==> src/hw/rtl/fsubm_pkg.sv <==
`default_nettype none
// ---------------------------------------------------------------------------
// fsubm_pkg: shared types and constants of the first substring match block
// Sizes of the pattern row and text counter, operation codes, cell controls.
// ---------------------------------------------------------------------------
package fsubm_pkg;

  localparam int MAX_PATTERN = 128;
  localparam int MAX_TEXT    = 65536;

  // pattern length counts 0..MAX_PATTERN
  localparam int LEN_W   = $clog2(MAX_PATTERN + 1);
  localparam int IDX_W   = (MAX_PATTERN > 1) ? $clog2(MAX_PATTERN) : 1;
  // text position counts 0..MAX_TEXT
  localparam int POS_W   = $clog2(MAX_TEXT + 1);
  localparam int INDEX_W = 16;
  localparam int CALC_A  = (POS_W > LEN_W) ? POS_W : LEN_W;
  localparam int CALC_W  = (CALC_A > INDEX_W) ? CALC_A : INDEX_W;

  typedef enum logic [1:0] {
    OP_CLEAR  = 2'd0,
    OP_APPEND = 2'd1,
    OP_TEXT   = 2'd2,
    OP_END    = 2'd3
  } op_t;

  // controls broadcast to every cell of the row
  typedef struct packed {
    logic       restart;   // drop all partial matches
    logic       shift;     // a text byte steps through the row
    logic       load;      // a pattern byte is written to the selected cell
    logic [7:0] data;      // text or pattern byte
  } cell_ctrl_t;

endpackage
`default_nettype wire

==> src/hw/rtl/fsubm_cell.sv <==
`default_nettype none
// ---------------------------------------------------------------------------
// fsubm_cell: one pattern position of the shift-and row
// Holds a pattern byte and the partial match bit for the prefix ending here.
// ---------------------------------------------------------------------------
module fsubm_cell
  import fsubm_pkg::*;
(
  input  wire logic       clk,
  input  wire logic       rst,
  input  wire cell_ctrl_t ctrl,
  input  wire logic       sel,         // this cell is the next free pattern slot
  input  wire logic       prev_match,  // partial match of the cell below
  output logic            match,
  output logic            match_next
);

  logic [7:0] pat;

  // prefix up to here completes with the current byte
  assign match_next = prev_match && (pat == ctrl.data);

  always_ff @(posedge clk) begin
    if (ctrl.load && sel) begin
      pat <= ctrl.data;
    end
  end

  always_ff @(posedge clk) begin
    if (rst || ctrl.restart) begin
      match <= 1'b0;
    end else if (ctrl.shift) begin
      match <= match_next;
    end
  end

endmodule
`default_nettype wire

==> src/hw/rtl/fsubm_chain.sv <==
`default_nettype none
// ---------------------------------------------------------------------------
// fsubm_chain: row of pattern cells
// Each cell passes its match bit up the row; the tail picks the last prefix.
// ---------------------------------------------------------------------------
module fsubm_chain
  import fsubm_pkg::*;
(
  input  wire logic             clk,
  input  wire logic             rst,
  input  wire cell_ctrl_t       ctrl,
  input  wire logic [LEN_W-1:0] len,
  output logic                  hit       // full pattern completes on this byte
);

  logic [MAX_PATTERN-1:0] match;
  logic [MAX_PATTERN-1:0] match_next;
  logic [MAX_PATTERN-1:0] prev;
  logic [LEN_W-1:0]       last;
  logic [IDX_W-1:0]       wr_idx;
  logic [IDX_W-1:0]       last_idx;

  assign wr_idx   = IDX_W'(len);
  assign last     = len - LEN_W'(1);
  assign last_idx = IDX_W'(last);

  assign prev[0] = 1'b1;
  if (MAX_PATTERN > 1) begin : g_prev
    assign prev[MAX_PATTERN-1:1] = match[MAX_PATTERN-2:0];
  end

  for (genvar j = 0; j < MAX_PATTERN; j++) begin : g_cell
    fsubm_cell u_cell (
      .clk        (clk),
      .rst        (rst),
      .ctrl       (ctrl),
      .sel        (wr_idx == IDX_W'(j)),
      .prev_match (prev[j]),
      .match      (match[j]),
      .match_next (match_next[j])
    );
  end

  assign hit = (len != '0) && match_next[last_idx];

endmodule
`default_nettype wire

==> src/hw/rtl/first_substring_match.sv <==
`default_nettype none
// ---------------------------------------------------------------------------
// first_substring_match: first occurrence of a pattern in a byte stream
// Shift-and matcher built as a row of pattern cells.
// ---------------------------------------------------------------------------
// Usage: one input channel (s_*) carries transactions with an operation in
// s_tuser and a byte in s_tdata: clear pattern, append pattern byte, text
// byte, end of text. Up to MAX_PATTERN pattern bytes are kept, further ones
// dropped. Clear and append restart the text scan. Every text byte moves the
// partial-match bits one cell up the row, so one transaction is taken per
// cycle while s_tready is high; the row checks the byte in all cells at once.
// End of text yields one result transaction on m_*: found in m_tuser,
// start index of the first occurrence in m_tdata (0 when not found). An
// empty pattern is found at 0. Positions at or past MAX_TEXT are ignored.
// The result appears in the cycle after the end-of-text transaction, from an
// output register. Input is taken whenever that register is empty or is being
// emptied, so a stalled receiver holds back the input after one result waits.
// Reset clears the pattern length, scan state and output valid; the pattern
// bytes themselves are not cleared and need no clearing pass.
// ---------------------------------------------------------------------------
module first_substring_match
  import fsubm_pkg::*;
(
  input  wire logic                clk,
  input  wire logic                rst,
  input  wire logic                s_tvalid,
  output logic                     s_tready,
  input  wire logic [7:0]          s_tdata,   // [7:0] data_byte
  input  wire logic [1:0]          s_tuser,   // [1:0] operation
  output logic                     m_tvalid,
  input  wire logic                m_tready,
  output logic [INDEX_W-1:0]       m_tdata,   // [15:0] match_index
  output logic                     m_tuser    // [0] found
);

  cell_ctrl_t         ctrl;
  op_t                op;
  logic               accept;
  logic               hit;
  logic [LEN_W-1:0]   len;
  logic [POS_W-1:0]   tp;
  logic               found;
  logic [INDEX_W-1:0] found_pos;
  logic [CALC_W-1:0]  start;

  assign op       = op_t'(s_tuser);
  assign s_tready = !m_tvalid || m_tready;
  assign accept   = s_tvalid && s_tready;

  assign ctrl.restart = accept && (op != OP_TEXT);
  assign ctrl.shift   = accept && (op == OP_TEXT) && (tp < POS_W'(MAX_TEXT));
  assign ctrl.load    = accept && (op == OP_APPEND) && (len < LEN_W'(MAX_PATTERN));
  assign ctrl.data    = s_tdata;

  fsubm_chain u_chain (
    .clk  (clk),
    .rst  (rst),
    .ctrl (ctrl),
    .len  (len),
    .hit  (hit)
  );

  // start of a match ending at the current position
  assign start = CALC_W'(tp) + CALC_W'(1) - CALC_W'(len);

  always_ff @(posedge clk) begin
    if (rst) begin
      len <= '0;
    end else if (accept && op == OP_CLEAR) begin
      len <= '0;
    end else if (ctrl.load) begin
      len <= len + LEN_W'(1);
    end
  end

  always_ff @(posedge clk) begin
    if (rst || ctrl.restart) begin
      tp        <= '0;
      found     <= 1'b0;
      found_pos <= '0;
    end else if (ctrl.shift) begin
      tp <= tp + POS_W'(1);
      if (hit && !found) begin
        found     <= 1'b1;
        found_pos <= start[INDEX_W-1:0];
      end
    end
  end

  always_ff @(posedge clk) begin
    if (rst) begin
      m_tvalid <= 1'b0;
    end else if (accept && op == OP_END) begin
      m_tvalid <= 1'b1;
    end else if (m_tready) begin
      m_tvalid <= 1'b0;
    end
  end

  always_ff @(posedge clk) begin
    if (accept && op == OP_END) begin
      m_tuser <= (len == '0) || found;
      m_tdata <= (len != '0 && found) ? found_pos : '0;
    end
  end

`ifndef SYNTHESIS
  a_found_needs_pattern: assert property (@(posedge clk) disable iff (rst)
    found |-> (len != '0))
    else $error("match latched with empty pattern");

  a_pos_bound: assert property (@(posedge clk) disable iff (rst)
    tp <= POS_W'(MAX_TEXT))
    else $error("text position past saturation");

  a_result_from_end: assert property (@(posedge clk) disable iff (rst)
    $rose(m_tvalid) |-> $past(accept && op == OP_END))
    else $error("result without end of text");

  a_ready_when_empty: assert property (@(posedge clk) disable iff (rst)
    !m_tvalid |-> s_tready)
    else $error("input stalled with empty output register");
`endif

endmodule
`default_nettype wire

==> config.mk <==
export PLATFORM = sky130hd
export DESIGN_NAME = first_substring_match
export DESIGN_NICKNAME = d
export VERILOG_FILES = /design/src/hw/rtl/fsubm_pkg.sv /design/src/hw/rtl/fsubm_cell.sv /design/src/hw/rtl/fsubm_chain.sv /design/src/hw/rtl/first_substring_match.sv
export SDC_FILE = /design/constraint.sdc
export NUM_CORES = 2
export LEC_CHECK = 0
export BUFFER_PORTS_ARGS = -buffer_cell sky130_fd_sc_hd__buf_2
export CORE_MARGIN = 2
export CORE_UTILIZATION = 55
export CTS_CLUSTER_DIAMETER = 150
export DETAILED_ROUTE_END_ITERATION = 10
export GPL_TIMING_DRIVEN = 0
export PLACE_DENSITY = 0.71
export RECOVER_POWER = 100
export REMOVE_ABC_BUFFERS = 1
export SKIP_LAST_GASP = 1
export SLEW_MARGIN = 15
export SYNTH_ARGS = -nofsm -noshare
export SYNTH_HDL_FRONTEND = slang
export SYNTH_SLANG_ARGS = --single-unit
==> constraint.sdc <==
create_clock -name clk -period 3.8 [get_ports clk]
set_input_delay 0.57 -clock clk [delete_from_list [all_inputs] [get_ports clk]]
set_output_delay 0.57 -clock clk [all_outputs]
set_load 0.05 [all_outputs]
-- Word level (Yosys, flattened, before mapping)
Cells that the tools add are included.
- word-level logic and storage cells: 810
- bits of input ports: 14
- register bits after elaboration: 1211
- reduce and logical (&&, ||, !) cells: 278
- order comparisons: 3
- mux-type cells: 4
- equal/unequal tests: 259
- add/sub/neg operators: 4
- operator list (operator ; count):
    8-bit equality test ; 128
    7-bit equality test (second input constant) ; 64
    1-bit logical AND ; 266
    7-bit by 6-bit equality test with 1-bit output (second input constant) ; 32
    7-bit by 5-bit equality test with 1-bit output (second input constant) ; 16
    7-bit by 4-bit equality test with 1-bit output (second input constant) ; 8
    7-bit by 3-bit equality test with 1-bit output (second input constant) ; 4
    17-bit by 1-bit adder with 17-bit output (second input constant) ; 1
    17-bit < comparator (second input constant) ; 1
    16-bit by 8-bit subtractor with 16-bit output ; 1
    7-bit by 2-bit equality test with 1-bit output (second input constant) ; 2
    8-bit by 1-bit adder with 8-bit output (second input constant) ; 1
    8-bit zero test ; 1
    7-bit by 8-bit < comparator with 1-bit output (second input constant) ; 1
    8-bit < comparator (second input constant) ; 1
    8-bit nonzero test ; 1
    1-bit binary-select mux with 7-bit select ; 1
    7-bit by 1-bit equality test with 1-bit output (second input constant) ; 1
    7-bit zero test ; 1
    7-bit by 1-bit subtractor with 7-bit output (second input constant) ; 1
    2-bit equality test (second input constant) ; 2
    1-bit logical OR ; 3
    1-bit 2-to-1 mux ; 3
    2-bit by 1-bit equality test with 1-bit output (second input constant) ; 1
    6 further kinds ; 7

-- Logic depth before layout (Yosys ltp)
- depth after elaboration: 7
- mapped depth: 15
- gate-level depth less buffers: 13

-- Cells and area by module
A second synthesis with hierarchy kept.
- cell total of the unflattened synthesis: 4116
- area, all modules: 54522.3 um2
- modules (own cells, without submodules) (module ; seq. area each (um2) ; times used ; area an instance (um2) ; cells each):
    fsubm_cell ; 260.2 ; 128 ; 384.1 ; 27
    first_substring_match ; 1371.3 ; 1 ; 3316.9 ; 367
    fsubm_chain ; 0.0 ; 1 ; 2038.2 ; 293

-- Worst setup path before layout
Ideal clock, no wire load.
- path kind: input port to flip-flop
- from: input port m_tready
- to: register u_chain.g_cell[116].u_cell.pat[0] (enable)
- required time: 3.430 ns
- arrival: 2.908 ns
- path slack: 0.522 ns
- stages on the path: 8
- path through: nand2b_1 -> and2_1 -> nand2_1 -> nor3_1 -> clkbuf_1 -> clkbuf_1 -> nand3_1 -> nor2_1
- word-level cells in the longest chain between the ends: 5
- ends and longest elaborated chain (element ; RTL line ; source):
    start, declared ; first_substring_match.sv:31 ; input wire logic m_tready,
    1-bit logical OR ; first_substring_match.sv:47 ; assign s_tready = !m_tvalid || m_tready;
    1-bit logical AND ; first_substring_match.sv:48 ; assign accept = s_tvalid && s_tready;
    1-bit logical AND (2 in a row) ; first_substring_match.sv:52 ; assign ctrl.load = accept && (op == OP_APPEND) && (len < LEN_W'(MAX_PATTERN));
    1-bit logical AND ; fsubm_cell.sv:24 ; if (ctrl.load && sel) begin
    end signal, assigned ; fsubm_cell.sv:25 ; pat <= ctrl.data;
    end, declared ; fsubm_cell.sv:18 ; logic [7:0] pat;
No other way between the ends.
A chain may end at the register's enable or synchronous reset.

-- Worst setup path after layout
- from: register m_tvalid
- to: register u_chain.g_cell[64].u_cell.pat[0] (enable)
- word-level cells in the longest chain between the ends: 6
- ends and longest elaborated chain (element ; RTL line ; source):
    start, declared ; first_substring_match.sv:30 ; output logic m_tvalid,
    start signal, assigned ; first_substring_match.sv:92 ; m_tvalid <= 1'b0;
    start signal, assigned ; first_substring_match.sv:94 ; m_tvalid <= 1'b1;
    start signal, assigned ; first_substring_match.sv:96 ; m_tvalid <= 1'b0;
    1-bit zero test ; first_substring_match.sv:47 ;
    1-bit logical OR ; first_substring_match.sv:47 ;
    1-bit logical AND ; first_substring_match.sv:48 ;
    1-bit logical AND (2 in a row) ; first_substring_match.sv:52 ;
    1-bit logical AND ; fsubm_cell.sv:24 ;
    end signal, assigned ; fsubm_cell.sv:25 ;
    end, declared ; fsubm_cell.sv:18 ;
No other way between the ends.

==> flow_metrics.env <==
export IMPL_p_per_area_mw_per_mm2=470
export IMPL_drc=0
export IMPL_fin_worst_skew_ps=22.6
export IMPL_ys_ff_latch=1211
export IMPL_wl_met1_um=52400
export IMPL_cts_root_buf="clkbuf_16"
export IMPL_io_buffers=32
export IMPL_power_net_switching_mw=5.94
export IMPL_antenna_cells=0
export IMPL_startpoint_type="flip-flop"
export IMPL_synthFlopType="edfxtp_1"
export IMPL_status="finished with violations"
export IMPL_layout_drive_gt1_share_pct=8.40
export IMPL_holdPathEnd="m_tvalid$_SDFFE_PP0P_"
export IMPL_crit_arrival_ps=4110
export IMPL_relSlewSlack_pct=-100
export IMPL_hold_viol_final=0
export IMPL_worstMarginPinSlew_ps=3000
export IMPL_rsz0062_at_grt="true"
export IMPL_start_util_pct=55.5
export IMPL_placed_cells=5036
export IMPL_clockPowerShare_pct=41.9
export IMPL_clk_latency_ps=710
export IMPL_die_height_um=314
export IMPL_yosys_cell_types_count=77
export IMPL_r2r_end="u_chain.g_cell[64].u_cell.pat[0]$_DFFE_PP_"
export IMPL_drv_cap=7
export IMPL_sequentialPowerShare_pct=52.3
export IMPL_cts_sinks=1211
export IMPL_crit_required_ps=4120
export IMPL_dr_wl_met3_um=8900
export IMPL_cts_buffers=118
export IMPL_ant_nets=0
export IMPL_grt_pass1_wl_um=181000
export IMPL_hpwl_um=64300
export IMPL_final_max_slew_viol_count=300
export IMPL_wl_met2_um=55900
export IMPL_end_kind="flip-flop"
export IMPL_nNetsFinal=3948
export IMPL_grt_max_degree=95
export IMPL_fin_ws_ps=17.4
export IMPL_maxClockFrequency_ghz=0.264
export IMPL_die_area_mm2=0.0984
export IMPL_num_io_pins=33
export IMPL_min_path_cells=2
export IMPL_cts_tree="built"
export IMPL_grt_overflow=0
export IMPL_fin_crit_ps=3780
export IMPL_power_frac_comb_pct=5.8
export IMPL_avgSynthCellArea_um2=13.5
export IMPL_clk_path_buf_depth=3
export IMPL_routed_top_layer="met4"
export IMPL_viasPerCell=5.75
export IMPL_dr_first_iter_drc_count=2986
export IMPL_path_clk_slew_ps=60
export IMPL_postSynth_asyncResetShare_pct=0
export IMPL_place_congestion=0.759
export IMPL_drt_first_pass_iters=5
export IMPL_ys_warn_count=0
export IMPL_ctsHoldBuffers=0
export IMPL_area_growth_pct=11.3
export IMPL_p_int_mw=21.7
export IMPL_fp_row_count=113
export IMPL_crit_type="reg2reg"
export IMPL_die_w_um=314
export IMPL_setup_violations=0
export IMPL_reg2reg_from="m_tvalid$_SDFFE_PP0P_"
export IMPL_num_vias=30400
export IMPL_pre_cts_slack_ps=-2250
export IMPL_syn_area_mm2=0.0528
export IMPL_violations="capacitance limit, slew limit"
export IMPL_post_drt_wl_per_cell_um=22.9
export IMPL_peakVddDrop_uv=444
export IMPL_crit_fanout=14
export IMPL_drt_wl_total_um=121000
export IMPL_ys_seq_area_share_pct=65.7
export IMPL_fin_crit_sh_pct=99.5
export IMPL_cts_max_level=3
export IMPL_layout_filler_cells=7114
export IMPL_grt_pass1_vias=30000
export IMPL_coreArea_mm2=0.0950
export IMPL_hp_class="in2reg"
export IMPL_rrSetupSlack_ps=20
export IMPL_fin_cells=5290
export IMPL_antenna_found_initial=2
export IMPL_p_sw_share_pct=21.5
export IMPL_synth_cells=3898
export IMPL_track_usage_pct=24.2
export IMPL_synth_edff_count=1041
export IMPL_reg2reg_depth=7
export IMPL_hold_start="rst"
export IMPL_p_leak_nw=17.5
[synth_stat cells, drive strengths merged, types with 12 or more instances]
master | count | area, um2
nand2 | 254 | 953
nor3 | 92 | 465
dfxtp | 170 | 3400
clkbuf | 74 | 278
nor4 | 118 | 744
nand3 | 155 | 776
edfxtp | 1041 | 31300
a211oi | 23 | 173
nand4 | 126 | 788
xor2 | 142 | 1250
xnor2 | 923 | 8080
a21oi | 142 | 711
o21ai | 23 | 119
mux2i | 35 | 350
inv | 12 | 45.0
nor2 | 274 | 1030
ha | 13 | 163
buf | 129 | 995
and2 | 19 | 119
and3 | 13 | 81.3
[layout by cell type, fill, tap and decap left out, types with 14 or more instances in the layout]
master / instances
a21oi_1: 140
edfxtp_1: 1041
mux2i_1: 35
nand2_1: 254
buf_4: 22
nor3_1: 90
buf_2: 16
clkinv_1: 14
o21ai_0: 19
nor2_2: 16
buf_16: 31
xor2_1: 141
and2_1: 19
nand3_2: 14
dfxtp_1: 169
nand3_1: 141
clkbuf_1: 51
xnor2_1: 919
clkbuf_8: 17
clkbuf_16: 122
a211oi_1: 22
nor4_1: 115
clkinv_2: 28
nand4_1: 126
nor2_1: 256
[cell families after synthesis]
group	after synthesis	share of synthesized area, %
flops	1211	65.7
simple gates	1088	9.90
xor+xnor	1065	17.7
compound gates	263	3.11
buf+inv	219	2.52
mux	38	0.749
fa+ha+maj	14	0.346
[timing repair]
action,4_1_cts,5_1_grt
setup endpoints to repair,281,489
resized for setup,29,26
buffers inserted,22,0
endpoints found under the hold margin,0,0
pin swaps,5,1
gates cloned,4,3
[worst max path at each step]
stage,start,to,depth (start not counted)
after floorplan,m_tready,u_chain.g_cell[20].u_cell.match$_SDFFE_PP0P_,6
after global placement,len[0]$_SDFFE_PP0P_,found_pos[8]$_SDFFE_PP0P_,9
after detailed placement,len[0]$_SDFFE_PP0P_,found_pos[8]$_SDFFE_PP0P_,9
after CTS,m_tvalid$_SDFFE_PP0P_,u_chain.g_cell[108].u_cell.pat[2]$_DFFE_PP_,7
after global routing,m_tvalid$_SDFFE_PP0P_,u_chain.g_cell[78].u_cell.pat[3]$_DFFE_PP_,7
final,m_tvalid$_SDFFE_PP0P_,u_chain.g_cell[64].u_cell.pat[0]$_DFFE_PP_,7
[power groups by stage]
stage / combinational, mW / sequential, mW / clock, mW
after global placement: 1.51 / 14.8 / 0
after floorplan: 0.672 / 14.7 / 0
final: 1.61 / 14.4 / 11.6
after detailed placement: 1.50 / 14.7 / 0
after CTS: 1.61 / 14.4 / 11.7
after global routing: 1.72 / 14.4 / 12.2
[through the flow]
| stage | hold slack, ps | util [%] | TNS (ps) | instance area (um2) | power, mW |
|---|---|---|---|---|---|
| 6_report | 122 | 61.8 | 0 | 58700 | 27.6 |
| 5_1_grt | 125 | 61.8 | -5610 | 58700 | 28.3 |
| 4_1_cts | 102 | 61.8 | -9000 | 58800 | 27.7 |
| 3_5_place_dp | 442 | 57.2 | -179310 | 54400 | 16.2 |
| 3_3_place_gp | 435 | 56.0 | -5465230 | 53200 | 16.3 |
| 2_1_floorplan | 427 | - | -308930 | 51500 | 15.4 |
[layer usage]
metal	vias up	global-route usage, %
met3	206	4.20
met4	0	7.20
met1	15100	33.9
li1	14000	-
met2	1082	38.9
met5	-	0
[flip-flops by register name (all words and copies together), names as in the netlist]
register,cells
found,1
found_pos,16
len,8
m_tdata,16
m_tuser,1
m_tvalid,1
tp,17
u_chain.g_cell.u_cell.match,127
u_chain.g_cell.u_cell.pat,1024
[final cells by class]
class / count / area, um2 / share of cell area [%]
Sequential cell: 1211 / 34700 / 59.0
Multi-Input combinational cell: 2468 / 17100 / 29.1
Timing Repair Buffer: 105 / 1480 / 2.51
Inverter: 16 / 68.8 / 0.117
Tap cell: 1265 / 1580 / 2.70
Clock buffer: 174 / 3420 / 5.82
Clock inverter: 51 / 440 / 0.750
[critical path: stages (launching register included)]
cell,delay (ps)
dfxtp_1,320
nand2b_1,120
and2_1,280
nand2_1,170
nor3_2,520
buf_4,360
nand3_1,750
nor2_1,870
No activity file was read; power rests on OpenSTA's default activity.
